## config.mk

```make
export PLATFORM = sky130hd
export DESIGN_NAME = text_cell_to_ansi_stream_top
export DESIGN_NICKNAME = d
export VERILOG_FILES = /design/src/tcas_pkg.sv /design/src/tcas_front.sv /design/src/tcas_queue.sv /design/src/tcas_back.sv /design/src/text_cell_to_ansi_stream_top.sv
export SDC_FILE = /design/constraint.sdc
export NUM_CORES = 1
export LEC_CHECK = 0
export ABC_AREA = 1
export BUFFER_PORTS_ARGS = -buffer_cell sky130_fd_sc_hd__buf_2
export CAP_MARGIN = 20
export CORE_UTILIZATION = 64
export CTS_BUF_LIST = sky130_fd_sc_hd__clkbuf_8
export CTS_CLUSTER_DIAMETER = 150
export DETAILED_ROUTE_END_ITERATION = 10
export PLACE_DENSITY_LB_ADDON = 0.3
export RECOVER_POWER = 50
export SLEW_MARGIN = 15
export SYNTH_ARGS = -nofsm -noshare
export SYNTH_HDL_FRONTEND = slang
export SYNTH_SLANG_ARGS = --single-unit
```

## constraint.sdc

```tcl
create_clock -name aclk -period 7.5 [get_ports aclk]
set_clock_uncertainty 0.15 [all_clocks]
set_input_delay 1.5 -clock aclk [delete_from_list [all_inputs] [get_ports aclk]]
set_output_delay 1.5 -clock aclk [all_outputs]
set_load 0.02 [all_outputs]
```

## src/tcas_pkg.sv

```systemverilog
// ----------------------------------------------------------------------------
// tcas_pkg
// shared types and constants of the text cell to ansi stream encoder
// ----------------------------------------------------------------------------
package tcas_pkg;

    localparam int unsigned NUM_POS = 19;

    localparam logic [1:0] CFG_ANSI    = 2'd0;
    localparam logic [1:0] CFG_NEWLINE = 2'd1;
    localparam logic [1:0] CFG_QUOTE   = 2'd2;

    localparam logic [7:0] BYTE_ESC   = 8'h1b;
    localparam logic [7:0] BYTE_LBR   = 8'h5b;
    localparam logic [7:0] BYTE_SEMI  = 8'h3b;
    localparam logic [7:0] BYTE_ZERO  = 8'h30;
    localparam logic [7:0] BYTE_ONE   = 8'h31;
    localparam logic [7:0] BYTE_THREE = 8'h33;
    localparam logic [7:0] BYTE_FOUR  = 8'h34;
    localparam logic [7:0] BYTE_FIVE  = 8'h35;
    localparam logic [7:0] BYTE_M     = 8'h6d;
    localparam logic [7:0] BYTE_BSL   = 8'h5c;
    localparam logic [7:0] BYTE_TICK  = 8'h60;
    localparam logic [7:0] BYTE_DOLL  = 8'h24;
    localparam logic [7:0] BYTE_SPACE = 8'h20;
    localparam logic [7:0] BYTE_LF    = 8'h0a;

    // byte positions of one cell's run
    localparam int unsigned POS_ESC    = 0;
    localparam int unsigned POS_LBR    = 1;
    localparam int unsigned POS_BOLD   = 2;
    localparam int unsigned POS_SEMI0  = 3;
    localparam int unsigned POS_BLINK  = 4;
    localparam int unsigned POS_SEMI1  = 5;
    localparam int unsigned POS_THREE  = 6;
    localparam int unsigned POS_FG     = 7;
    localparam int unsigned POS_SEMI2  = 8;
    localparam int unsigned POS_FOUR   = 9;
    localparam int unsigned POS_BG     = 10;
    localparam int unsigned POS_M      = 11;
    localparam int unsigned POS_QUOTE  = 12;
    localparam int unsigned POS_CHAR   = 13;
    localparam int unsigned POS_LF     = 14;
    localparam int unsigned POS_RESC   = 15;
    localparam int unsigned POS_RLBR   = 16;
    localparam int unsigned POS_RZERO  = 17;
    localparam int unsigned POS_RM     = 18;

    typedef struct packed {
        logic [NUM_POS-1:0] mask;
        logic [7:0]         ch;
        logic               bold;
        logic [2:0]         fg3;
        logic [2:0]         bg3;
    } cmd_t;

    function automatic logic [7:0] pos_byte(input int unsigned pos, input cmd_t c);
        logic [7:0] b;
        case (pos)
            POS_ESC:   b = BYTE_ESC;
            POS_LBR:   b = BYTE_LBR;
            POS_BOLD:  b = c.bold ? BYTE_ONE : BYTE_ZERO;
            POS_SEMI0: b = BYTE_SEMI;
            POS_BLINK: b = BYTE_FIVE;
            POS_SEMI1: b = BYTE_SEMI;
            POS_THREE: b = BYTE_THREE;
            POS_FG:    b = BYTE_ZERO | {5'd0, c.fg3};
            POS_SEMI2: b = BYTE_SEMI;
            POS_FOUR:  b = BYTE_FOUR;
            POS_BG:    b = BYTE_ZERO | {5'd0, c.bg3};
            POS_M:     b = BYTE_M;
            POS_QUOTE: b = BYTE_BSL;
            POS_CHAR:  b = c.ch;
            POS_LF:    b = BYTE_LF;
            POS_RESC:  b = BYTE_ESC;
            POS_RLBR:  b = BYTE_LBR;
            POS_RZERO: b = BYTE_ZERO;
            POS_RM:    b = BYTE_M;
            default:   b = 8'h00;
        endcase
        return b;
    endfunction

endpackage

```

## src/tcas_front.sv

```systemverilog
// ----------------------------------------------------------------------------
// tcas_front
// accepts cells, holds configuration and colour state, builds byte run masks
// ----------------------------------------------------------------------------
module tcas_front (
    input  logic                aclk,
    input  logic                aresetn,
    input  logic                cfg_wr_en,
    input  logic [1:0]          cfg_index,
    input  logic [0:0]          cfg_wdata,
    input  logic                s_valid,
    output logic                s_ready,
    input  logic [7:0]          s_char_code,
    input  logic [7:0]          s_attribute,
    input  logic                s_row_end,
    input  logic                s_frame_end,
    input  logic                q_full,
    output logic                q_push,
    output tcas_pkg::cmd_t      q_cmd
);

    logic       ansi_reg, newline_reg, quote_reg;
    logic       known_reg, known_next;
    logic [3:0] fore_reg, fore_next;
    logic [3:0] back_reg, back_next;
    logic       need_esc, need_quote, blink;
    logic [7:0] ch;
    logic [tcas_pkg::NUM_POS-1:0] mask;

    assign s_ready = !q_full;
    assign q_push  = s_valid && s_ready;
    assign blink   = s_attribute[3];

    always_comb begin
        need_esc = ansi_reg && (!known_reg || s_attribute[7:4] != fore_reg
                                || s_attribute[3:0] != back_reg);
        ch = (s_char_code <= 8'd32) ? tcas_pkg::BYTE_SPACE : s_char_code;
        need_quote = quote_reg && (ch == tcas_pkg::BYTE_BSL || ch == tcas_pkg::BYTE_TICK
                                   || ch == tcas_pkg::BYTE_DOLL);
        mask = '0;
        mask[tcas_pkg::POS_ESC]   = need_esc;
        mask[tcas_pkg::POS_LBR]   = need_esc;
        mask[tcas_pkg::POS_BOLD]  = need_esc;
        mask[tcas_pkg::POS_SEMI0] = need_esc;
        mask[tcas_pkg::POS_BLINK] = need_esc && blink;
        mask[tcas_pkg::POS_SEMI1] = need_esc && blink;
        mask[tcas_pkg::POS_THREE] = need_esc;
        mask[tcas_pkg::POS_FG]    = need_esc;
        mask[tcas_pkg::POS_SEMI2] = need_esc;
        mask[tcas_pkg::POS_FOUR]  = need_esc;
        mask[tcas_pkg::POS_BG]    = need_esc;
        mask[tcas_pkg::POS_M]     = need_esc;
        mask[tcas_pkg::POS_QUOTE] = need_quote;
        mask[tcas_pkg::POS_CHAR]  = 1'b1;
        mask[tcas_pkg::POS_LF]    = s_row_end && newline_reg;
        mask[tcas_pkg::POS_RESC]  = s_frame_end && ansi_reg;
        mask[tcas_pkg::POS_RLBR]  = s_frame_end && ansi_reg;
        mask[tcas_pkg::POS_RZERO] = s_frame_end && ansi_reg;
        mask[tcas_pkg::POS_RM]    = s_frame_end && ansi_reg;

        q_cmd.mask = mask;
        q_cmd.ch   = ch;
        q_cmd.bold = s_attribute[7];
        q_cmd.fg3  = s_attribute[6:4];
        q_cmd.bg3  = s_attribute[2:0];

        known_next = known_reg;
        fore_next  = fore_reg;
        back_next  = back_reg;
        if (q_push) begin
            if (need_esc) begin
                known_next = 1'b1;
                fore_next  = s_attribute[7:4];
                back_next  = s_attribute[3:0];
            end
            if (s_frame_end) begin
                known_next = 1'b0;
            end
        end
    end

    always_ff @(posedge aclk) begin
        if (!aresetn) begin
            ansi_reg    <= 1'b1;
            newline_reg <= 1'b1;
            quote_reg   <= 1'b0;
            known_reg   <= 1'b0;
            fore_reg    <= 4'd0;
            back_reg    <= 4'd0;
        end else begin
            known_reg <= known_next;
            fore_reg  <= fore_next;
            back_reg  <= back_next;
            if (cfg_wr_en) begin
                case (cfg_index)
                    tcas_pkg::CFG_ANSI:    ansi_reg    <= cfg_wdata[0];
                    tcas_pkg::CFG_NEWLINE: newline_reg <= cfg_wdata[0];
                    tcas_pkg::CFG_QUOTE:   quote_reg   <= cfg_wdata[0];
                    default: ;
                endcase
            end
        end
    end

endmodule

```

## src/tcas_queue.sv

```systemverilog
// ----------------------------------------------------------------------------
// tcas_queue
// two-entry command queue between front and back
// ----------------------------------------------------------------------------
module tcas_queue (
    input  logic           aclk,
    input  logic           aresetn,
    input  logic           push,
    input  tcas_pkg::cmd_t push_cmd,
    input  logic           pop,
    output logic           full,
    output logic           not_empty,
    output tcas_pkg::cmd_t head_cmd
);

    tcas_pkg::cmd_t entry_reg [2];
    logic       wr_ptr_reg, rd_ptr_reg;
    logic [1:0] count_reg, count_next;

    assign full      = (count_reg == 2'd2);
    assign not_empty = (count_reg != 2'd0);
    assign head_cmd  = entry_reg[rd_ptr_reg];

    always_comb begin
        count_next = count_reg;
        if (push && !pop) begin
            count_next = count_reg + 2'd1;
        end else if (pop && !push) begin
            count_next = count_reg - 2'd1;
        end
    end

    always_ff @(posedge aclk) begin
        if (push) begin
            entry_reg[wr_ptr_reg] <= push_cmd;
        end
    end

    always_ff @(posedge aclk) begin
        if (!aresetn) begin
            wr_ptr_reg <= 1'b0;
            rd_ptr_reg <= 1'b0;
            count_reg  <= 2'd0;
        end else begin
            count_reg <= count_next;
            if (push) begin
                wr_ptr_reg <= !wr_ptr_reg;
            end
            if (pop) begin
                rd_ptr_reg <= !rd_ptr_reg;
            end
        end
    end

endmodule

```

## src/tcas_back.sv

```systemverilog
// ----------------------------------------------------------------------------
// tcas_back
// walks the byte mask of each command and emits one byte a cycle unless m_ready stalls
// ----------------------------------------------------------------------------
module tcas_back (
    input  logic           aclk,
    input  logic           aresetn,
    input  logic           q_not_empty,
    input  tcas_pkg::cmd_t q_head,
    output logic           q_pop,
    output logic           m_valid,
    input  logic           m_ready,
    output logic [7:0]     m_out_byte,
    output logic           m_run_last
);

    tcas_pkg::cmd_t cur_reg;
    logic [tcas_pkg::NUM_POS-1:0] mask_reg, mask_next;
    logic [tcas_pkg::NUM_POS-1:0] lowest, rest;
    logic       valid_reg, valid_next;
    logic [7:0] byte_reg, byte_sel;
    logic       last_reg;
    logic       advance;

    assign m_valid    = valid_reg;
    assign m_out_byte = byte_reg;
    assign m_run_last = last_reg;

    always_comb begin
        lowest = mask_reg & (~mask_reg + {{(tcas_pkg::NUM_POS-1){1'b0}}, 1'b1});
        rest   = mask_reg & ~lowest;
        byte_sel = 8'h00;
        for (int unsigned i = 0; i < tcas_pkg::NUM_POS; i++) begin
            if (lowest[i]) begin
                byte_sel = byte_sel | tcas_pkg::pos_byte(i, cur_reg);
            end
        end
        advance    = (mask_reg != '0) && (!valid_reg || m_ready);
        valid_next = advance ? 1'b1 : (valid_reg && !m_ready);
        mask_next  = advance ? rest : mask_reg;
        q_pop      = (mask_next == '0) && q_not_empty;
    end

    always_ff @(posedge aclk) begin
        if (advance) begin
            byte_reg <= byte_sel;
            last_reg <= (rest == '0);
        end
        if (q_pop) begin
            cur_reg <= q_head;
        end
    end

    always_ff @(posedge aclk) begin
        if (!aresetn) begin
            mask_reg  <= '0;
            valid_reg <= 1'b0;
        end else begin
            valid_reg <= valid_next;
            mask_reg  <= q_pop ? q_head.mask : mask_next;
        end
    end

endmodule

```

## src/text_cell_to_ansi_stream_top.sv

```systemverilog
// ----------------------------------------------------------------------------
// text_cell_to_ansi_stream_top
// text cells in, ansi colour byte stream out
// a cell goes from the queue to the back end's mask register, and its bytes to
// the output byte register; throughput: one byte per cycle unless m_ready
// stalls; a cell makes 1 to 19 bytes, sent as the back end walks the byte mask
// a two-entry queue lets cells be accepted while earlier runs are emitted
// reset: synchronous active-low aresetn resets queue, colour state and config
// ----------------------------------------------------------------------------
module text_cell_to_ansi_stream_top (
    input  logic       aclk,
    input  logic       aresetn,
    input  logic       cfg_wr_en,
    input  logic [1:0] cfg_index,
    input  logic [0:0] cfg_wdata,
    input  logic       s_valid,
    output logic       s_ready,
    input  logic [7:0] s_char_code,
    input  logic [7:0] s_attribute,
    input  logic       s_row_end,
    input  logic       s_frame_end,
    output logic       m_valid,
    input  logic       m_ready,
    output logic [7:0] m_out_byte,
    output logic       m_run_last
);

    tcas_pkg::cmd_t push_cmd, head_cmd;
    logic push, pop, full, not_empty;

    tcas_front u_front (
        .aclk        (aclk),
        .aresetn     (aresetn),
        .cfg_wr_en   (cfg_wr_en),
        .cfg_index   (cfg_index),
        .cfg_wdata   (cfg_wdata),
        .s_valid     (s_valid),
        .s_ready     (s_ready),
        .s_char_code (s_char_code),
        .s_attribute (s_attribute),
        .s_row_end   (s_row_end),
        .s_frame_end (s_frame_end),
        .q_full      (full),
        .q_push      (push),
        .q_cmd       (push_cmd)
    );

    tcas_queue u_queue (
        .aclk      (aclk),
        .aresetn   (aresetn),
        .push      (push),
        .push_cmd  (push_cmd),
        .pop       (pop),
        .full      (full),
        .not_empty (not_empty),
        .head_cmd  (head_cmd)
    );

    tcas_back u_back (
        .aclk        (aclk),
        .aresetn     (aresetn),
        .q_not_empty (not_empty),
        .q_head      (head_cmd),
        .q_pop       (pop),
        .m_valid     (m_valid),
        .m_ready     (m_ready),
        .m_out_byte  (m_out_byte),
        .m_run_last  (m_run_last)
    );

endmodule
```

==> results of run 1 <==
## layout make-up
| class | count | area, sq um |
|---|---|---|
| clock buffers | 9 | 123.9 |
| clock inverters | 7 | 98.84 |
| fillers | 486 | 1783 |
| inverters | 64 | 240.2 |
| multi-input cells | 316 | 1704 |
| flip-flops and latches | 101 | 2663 |
| well taps | 96 | 120.1 |
| repair buffers | 38 | 173.9 |
## final timing paths
check             slack [ns]                            from                                end
setup / recovery        3.42   u_back.mask_reg[0]$_SDFF_PN0_  u_queue.count_reg[1]$_SDFFE_PN0P_
hold / removal          0.32  u_front.quote_reg$_SDFFE_PN0P_     u_front.quote_reg$_SDFFE_PN0P_
setup reg to reg        3.42   u_back.mask_reg[0]$_SDFF_PN0_  u_queue.count_reg[1]$_SDFFE_PN0P_
hold reg to reg         0.32  u_front.quote_reg$_SDFFE_PN0P_     u_front.quote_reg$_SDFFE_PN0P_
## critical path, cell delays in order, from the launching register on
cell,delay [ns]
dfxtp_1,0.39
nor2_1,0.64
nand3b_1,0.30
nor2_1,0.49
nand2_1,0.16
o21ai_1,0.21
nand2_1,0.07
nor2_1,0.14
nand3_1,0.14
nor2_4,0.44
inv_2,0.07
ha_1,0.33
a21oi_1,0.11
o21ai_0,0.11
o21ai_0,0.16
a21oi_1,0.05
## stage by stage
stage | hold WS, ns | worst slack, ns | area [sq um]
after floorplan | 0.2803 | 3.664 | 4662
after global placement | 0.3015 | 3.444 | 4932
after detailed placement | 0.3043 | 3.218 | 4932
after CTS | 0.3202 | 3.595 | 5155
after global routing | 0.3456 | 3.112 | 5124
final | 0.3207 | 3.425 | 5124
## cells in the final DEF, fill, tap and decap left out, types with 5 or more instances in the layout
master,count
nand2_1,84
buf_2,25
clkbuf_8,9
nor4_1,5
mux2_1,5
clkbuf_1,13
nor2_1,60
o21ai_0,22
edfxtp_1,64
xor2_1,6
mux2_2,13
a21oi_1,39
nand3_1,34
nand4_1,6
dfxtp_1,37
inv_1,62
## per-layer routing
layer	share of wire [%]	wire length (um)	vias up	GRT usage (%)
met1	41	4445	1693	37.61
met4	4.1	441	0	14.61
met5	0	0	-	0
li1	-	-	1753	-
met3	6.1	663	37	5.687
met2	49	5294	164	51.35
## kinds of logic after synthesis
family                   after synthesis  synth area share (%)
flip-flops                           101                 57.11
adder cells (fa/ha/maj)                1                0.2683
buffers and inverters                 74                 6.119
multiplexers                          20                 4.777
AND/OR/NAND/NOR                      210                 21.20
XOR/XNOR                               7                 1.315
AO/OA/AOI/OAI                         78                 9.206
==> results.cfg, run 1 <==
[logic_synthesis]
synth_seq_cells = 101
synthArstFlopShare_pct = 0
ys.flop_type = edfxtp_1
synth.top_cell.area_share_pct = 41.22
synth_commonest_cells = 84 x nand2_1, 64 x edfxtp_1, 60 x inv_1
syn_inst = 491
synth.net_count = 518
synth-edff-count = 64
yosysSeqAreaShare_pct = 57.11
syn_area_sq_um = 4662
synth.distinct_cells = 37
syn_area_per_cell_sq_um = 9.495
synth_warnings = 0
yosys-top-cells-area = edfxtp_1 41%, dfxtp_1 16%, nand2_1 6.8%
synth.most_common_cell = nand2_1
synth_top_area_cell = edfxtp_1

[sta]
hold_violations = 0
report.final.setup_viol = 0
tightest_slew_ns = 1.188
rsz0062_at_grt = no
fmax_ghz = 0.2454
min_period_ns = 4.075
slew_violations = 0
finalSetupTns_ns = 0
max-slew-margin-rel_pct = 20.83
fin_crit_sh_pct = 54.33

[detailed_routing]
drc_errors = 0
postRouteAntennaNets = 0
wl_per_cell_um = 17.19
drt_wl_total_mm = 10.84
via_count = 3647
via_per_inst = 5.780
first_iter_violations = 342
first_pass_iters = 5

[finish]
drive_gt1_share_pct = 12.71
fin_cells = 631
final_util_pct = 74.18
diodes = 0
nets = 557
largest_reg_flops = 40
area_delta_synth_final_pct = 9.903

[global_routing]
grt_pass1_vias = 3460
grt_pass1_wl_mm = 17.19
antenna_found_initial = 0
grt_overflow = 0
grt_max_degree = 29
grt_usage_pct = 30.39

[floorplanning]
die_h_um = 87.35
start_util_pct = 67.50
die_area_sq_um = 7630
die_w_um = 87.35
row_count = 30
core_area_sq_um = 6907
design.portCount = 37

[placement]
portBuffers = 36
gp_congestion = 0.9481
placed_cells = 615
dp_hpwl_mm = 7.815

[critical_path]
start_kind = register
critPathCaptureType = register
critPathMaxFanout = 19
arrival_ns = 4.18
rr_worst_depth = 15
criticalPathCategory = reg2reg
required_ns = 7.60

[cts]
root_buffer = clkbuf_8
cts_buffer_depth = 2
post-cts-setup-buffers = 0
clk_latency_ns = 0.36
clkTransAtPathRegs_ns = 0.11
cts_tree = built
holdBufCountCts = 0
cts.htree.levels = 3
cts.sinks = 101
cts_resized = 0
cts_buffers = 9

[status]
outcome = finished, final reports clean

[job]
maxCapViolations = 0

[hold_path]
hp-class = reg2reg
hold_depth = 2
Power of run 1 is left out: the tool's default activity adds up to more than one toggle a clock period on the data nets, which glitch-free logic cannot reach.
==> run 2: changes to the inputs <==
--- a/config.mk
+++ b/config.mk
@@ -8,7 +8,7 @@
 export ABC_AREA = 1
 export BUFFER_PORTS_ARGS = -buffer_cell sky130_fd_sc_hd__buf_2
 export CAP_MARGIN = 20
-export CORE_UTILIZATION = 64
+export CORE_UTILIZATION = 56
 export CTS_BUF_LIST = sky130_fd_sc_hd__clkbuf_8
 export CTS_CLUSTER_DIAMETER = 150
 export DETAILED_ROUTE_END_ITERATION = 10
==> constraint.sdc (replaced) <==
create_clock -name aclk -period 3.74 [get_ports aclk]
set_clock_uncertainty 0.15 [all_clocks]
set_input_delay 0.748 -clock aclk [delete_from_list [all_inputs] [get_ports aclk]]
set_output_delay 0.748 -clock aclk [all_outputs]
set_load 0.02 [all_outputs]
==> results.cfg, run 2 (synthesized netlist as in run 1, its figures left out) <==
[placement]
gp_congestion = 0.8919
dpl_cell_area_sq_um = 4947
post-place-ws_ns = 0.5857
portBuffers = 36
dp_hpwl_mm = 7.590

[sta]
fin_crit_sh_pct = 80.33
max-slew-margin-rel_pct = 22.86
tightest_slew_ns = 1.157
min_period_ns = 3.004
fmax_ghz = 0.3329
hold_violations = 0
finalSetupTns_ns = 0
rsz0062_at_grt = no
report.final.setup_viol = 0
worst_slack_ns = 0.7357
slew_violations = 0

[status]
outcome = finished, final reports clean

[detailed_routing]
via_count = 3561
postRouteAntennaNets = 0
drc_errors = 0
first_iter_violations = 215
first_pass_iters = 4
drt_wl_total_mm = 10.04
via_per_inst = 5.582
wl_per_cell_um = 15.73

[finish]
design_area_sq_um = 5136
area_delta_synth_final_pct = 10.17
diodes = 0
largest_reg_flops = 40
drive_gt1_share_pct = 13.06
nets = 558
mostFrequentLayoutCells = 84 x nand2_1, 64 x edfxtp_1, 61 x inv_1
layout_commonest_cell = nand2_1

[floorplanning]
design.portCount = 37
row_count = 32
die_h_um = 93.24
die_w_um = 93.24
die_area_sq_um = 8694
start_util_pct = 59.11
core_area_sq_um = 7888

[hold_path]
hp-class = reg2reg

[critical_path]
crit_chain = nor2_2 -> nand3b_1 -> nor2_1 -> nand2_1 -> o21ai_1 -> nand2_1 -> nor2_1 -> nand3_1 -> nor2_4 -> inv_2 -> ha_1 -> a21oi_1 -> o21ai_0 -> o21ai_0 -> a21oi_1
worst_path_dominant_cell_family = simple AND/OR/NAND/NOR gates
critPathCaptureType = register
required_ns = 3.86
timing.critical_path.buf_inv = 1
start_kind = register
arrival_ns = 3.12
worst_path_max_delay_cell = nor2_1
criticalPathCategory = reg2reg
critPathMaxFanout = 6
cp_slowest_stage_delay_ns = 0.39

[job]
maxCapViolations = 0

[cts]
cts_tree = built
post-cts-setup-buffers = 0
holdBufCountCts = 0
cts_resized = 0
root_buffer = clkbuf_8
clkTransAtPathRegs_ns = 0.11
cts.sinks = 101
clk_latency_ns = 0.38
cts_buffer_depth = 2
cts.htree.levels = 3
cts_buffers = 9

[global_routing]
grt_pass1_vias = 3417
grt_usage_pct = 25.38
grt_overflow = 0
grt_pass1_wl_mm = 16.49
antenna_found_initial = 0
grt_max_degree = 29
==> run 2: area by class of cell <==
cell class,count,area [sq um]
clock buffer,9,123.9
clock inverter,7,96.34
fill,654,2751
inverter,64,240.2
multi-input combinational,316,1712
sequential,101,2663
tap,102,127.6
timing repair buffer,39,173.9
==> run 2: worst register-to-register path: stages (launching register included) <==
cell	delay [ns]
dfxtp_1	0.38
nor2_2	0.24
nand3b_1	0.17
nor2_1	0.39
nand2_1	0.13
o21ai_1	0.19
nand2_1	0.07
nor2_1	0.15
nand3_1	0.14
nor2_4	0.12
inv_2	0.04
ha_1	0.29
a21oi_1	0.11
o21ai_0	0.11
o21ai_0	0.15
a21oi_1	0.05
==> run 2: layer usage <==
layer / track usage, % / vias to the layer above / part of all wire (%)
li1: - / 1750 / -
met1: 31.54 / 1665 / 44
met2: 42.83 / 125 / 48
met3: 5.935 / 21 / 5.7
met4: 10.00 / 0 / 2.6
met5: 0 / - / 0
==> run 2: path summary, 6_finish.rpt <==
kind                                          from                                end  slack (ns)  cells after the start
setup / recovery     u_back.mask_reg[2]$_SDFF_PN0_  u_queue.count_reg[1]$_SDFFE_PN0P_        0.74                     15
hold / removal    u_front.back_reg[3]$_SDFFE_PN0P_   u_front.back_reg[3]$_SDFFE_PN0P_        0.33                      2
setup reg to reg     u_back.mask_reg[2]$_SDFF_PN0_  u_queue.count_reg[1]$_SDFFE_PN0P_        0.74                     15
hold reg to reg   u_front.back_reg[3]$_SDFFE_PN0P_   u_front.back_reg[3]$_SDFFE_PN0P_        0.33                      2
==> run 2: per-stage QoR <==
stage / hold WS [ns] / instances / util (%)
global placement: 0.3025 / 622 / 62.72
detailed placement: 0.3123 / 622 / 62.72
CTS: 0.3294 / 638 / 65.51
global route: 0.3535 / 638 / 65.12
floorplan: 0.2803 / 491 / -
finish: 0.3307 / 638 / 65.12
Power of run 2 is left out for the same reason.
==> run 3: changes to the inputs <==
--- a/config.mk
+++ b/config.mk
@@ -5,7 +5,7 @@
 export SDC_FILE = /design/constraint.sdc
 export NUM_CORES = 1
 export LEC_CHECK = 0
-export ABC_AREA = 1
+export ABC_AREA = 0
 export BUFFER_PORTS_ARGS = -buffer_cell sky130_fd_sc_hd__buf_2
 export CAP_MARGIN = 20
 export CORE_UTILIZATION = 56
==> constraint.sdc (replaced) <==
create_clock -name aclk -period 2.5 [get_ports aclk]
set_clock_uncertainty 0.15 [all_clocks]
set_input_delay 0.5 -clock aclk [delete_from_list [all_inputs] [get_ports aclk]]
set_output_delay 0.5 -clock aclk [all_outputs]
set_load 0.02 [all_outputs]
==> results.cfg, run 3 <==
[floorplanning]
start_util_pct = 58.64
die_w_um = 92.65
die_h_um = 92.65
row_count = 32
die_area_sq_um = 8584
design.portCount = 37
core_area_sq_um = 7848

[global_routing]
grt_usage_pct = 26.39
grt_pass1_vias = 3468
grt_pass1_wl_mm = 16.97
antenna_found_initial = 0
grt_max_degree = 21
grt_overflow = 0

[logic_synthesis]
syn_area_sq_um = 4602
synthArstFlopShare_pct = 0
synth.top_cell.area_share_pct = 41.76
synth.most_common_cell = edfxtp_1
ys.flop_type = edfxtp_1
synth_seq_cells = 101
synth-edff-count = 64
syn_inst = 408
synth.distinct_cells = 56
synth.net_count = 435
yosysSeqAreaShare_pct = 57.86
yosys-top-cells-area = edfxtp_1 42%, dfxtp_1 16%, mux2_2 4.2%
synth_commonest_cells = 64 x edfxtp_1, 37 x dfxtp_1, 36 x nand2_1
syn_area_per_cell_sq_um = 11.28
synth_top_area_cell = edfxtp_1
synth_warnings = 0

[detailed_routing]
first_pass_iters = 7
wl_per_cell_um = 18.00
via_per_inst = 6.015
via_count = 3663
first_iter_violations = 284
postRouteAntennaNets = 0
drt_wl_total_mm = 10.96
drc_errors = 0

[finish]
fill_cells = 581
mostFrequentLayoutCells = 65 x buf_4, 64 x edfxtp_1, 34 x dfxtp_1
final_util_pct = 72.85
diodes = 0
drive_gt1_share_pct = 30.18
area_delta_synth_final_pct = 24.23
fin_cells = 609
layout_commonest_cell = buf_4
largest_reg_flops = 40
nets = 529

[sta]
worst_slack_ns = -0.5831
report.final.setup_viol = 39
min_period_ns = 3.083
tightest_slew_ns = 1.120
fin_crit_sh_pct = 123.3
rsz0062_at_grt = yes
hold_violations = 0
max-slew-margin-rel_pct = 25.32
fmax_ghz = 0.3244
slew_violations = 0

[critical_path]
arrival_ns = 3.24
start_kind = register
critPathCaptureType = register
critPathMaxFanout = 5
criticalPathCategory = reg2reg
required_ns = 2.66

[placement]
portBuffers = 36
dp_hpwl_mm = 7.612
placed_cells = 586
post-place-ws_ns = -0.5092
gp_congestion = 0.9617

[job]
maxCapViolations = 0

[cts]
clkTransAtPathRegs_ns = 0.10
cts.sinks = 101
cts_tree = built
cts_buffer_depth = 2
root_buffer = clkbuf_8
cts_buffers = 9
cts.htree.levels = 3
holdBufCountCts = 0
clk_latency_ns = 0.37

[status]
outcome = finished, violations left
violations = negative setup slack

[hold_path]
hp-class = in2reg
-- run 3: cell count changes in the layout (fill, tap and decap cells not counted), sizes merged, moves of 8 or more --
cell and delta:
nor2 -34, nand2 -50, inv -55, o21ai -16
nand3 -22, mux2i +11, buf +67, nor2b +8
a21oi -20
-- run 3: worst paths after layout --
kind	from	to	slack, ns	cells after the start
setup / recovery	u_back.mask_reg[2]$_SDFF_PN0_	u_queue.count_reg[1]$_SDFFE_PN0P_	-0.58	11
hold / removal	s_frame_end	u_front.known_reg$_SDFFE_PN0P_	0.17	2
setup reg to reg	u_back.mask_reg[2]$_SDFF_PN0_	u_queue.count_reg[1]$_SDFFE_PN0P_	-0.58	11
hold reg to reg	u_front.newline_reg$_SDFFE_PN1P_	u_front.newline_reg$_SDFFE_PN1P_	0.33	2
-- run 3: kinds of logic (layout without fill, tap and decap cells) --
kind of cell | count (synthesis) | count (layout) | share of synthesized area (%)
and+or+nand+nor | 148 | 148 | 16.34
DFF | 101 | 101 | 57.86
AOI/OAI and AO/OA | 75 | 75 | 12.10
buffers and inverters | 38 | 137 | 3.480
muxes | 30 | 30 | 6.987
xor gates and xnor gates | 11 | 11 | 2.093
adders and majority gates | 5 | 5 | 1.142
-- run 3: what timing repair did --
action	in CTS	in global routing
resized for setup	13	27
hold endpoints to repair	0	0
cloned	1	1
setup endpoints to repair	37	51
setup buffers	4	1
pin swaps	9	4
-- run 3: cell type report --
class | count | area, sq um | area share, %
sequential | 101 | 2666 | 46.64
clock inverter | 6 | 76.32 | 1.335
clock buffer | 10 | 137.6 | 2.408
tap | 102 | 127.6 | 2.232
inverter | 10 | 40.04 | 0.7004
multi-input combinational | 269 | 1899 | 33.22
timing repair buffer | 111 | 769.5 | 13.46
-- run 3: critical path: stages (launching register included) --
cell	delay [ns]
dfxtp_2	0.33
or4_4	0.55
buf_4	0.19
nor4_4	0.34
o2bb2ai_2	0.16
nand4_1	0.14
nor3_2	0.21
nand3_1	0.13
ha_1	0.21
xor2_1	0.16
or3_1	0.33
a21oi_2	0.12
-- run 3: through the flow --
| step | cell area, sq um | setup TNS (ns) | hold slack [ns] |
|---|---|---|---|
| after floorplan | 4631 | -15.81 | 0.2860 |
| after global placement | 5333 | -7.849 | 0.3072 |
| after detailed placement | 5333 | -9.624 | 0.3115 |
| after CTS | 5658 | -7.543 | 0.1528 |
| after global routing | 5717 | -15.02 | 0.1674 |
| final | 5717 | -11.85 | 0.1679 |
-- run 3: metal layers --
layer	track usage [%]	wire length, um	vias to the layer above	part of all wire (%)
met5	0	0	-	0
met4	15.13	474	0	4.3
met3	5.337	803	42	7.3
met2	43.15	5332	165	49
met1	32.61	4350	1745	40
li1	-	-	1711	-
Power of run 3 is left out for the same reason.
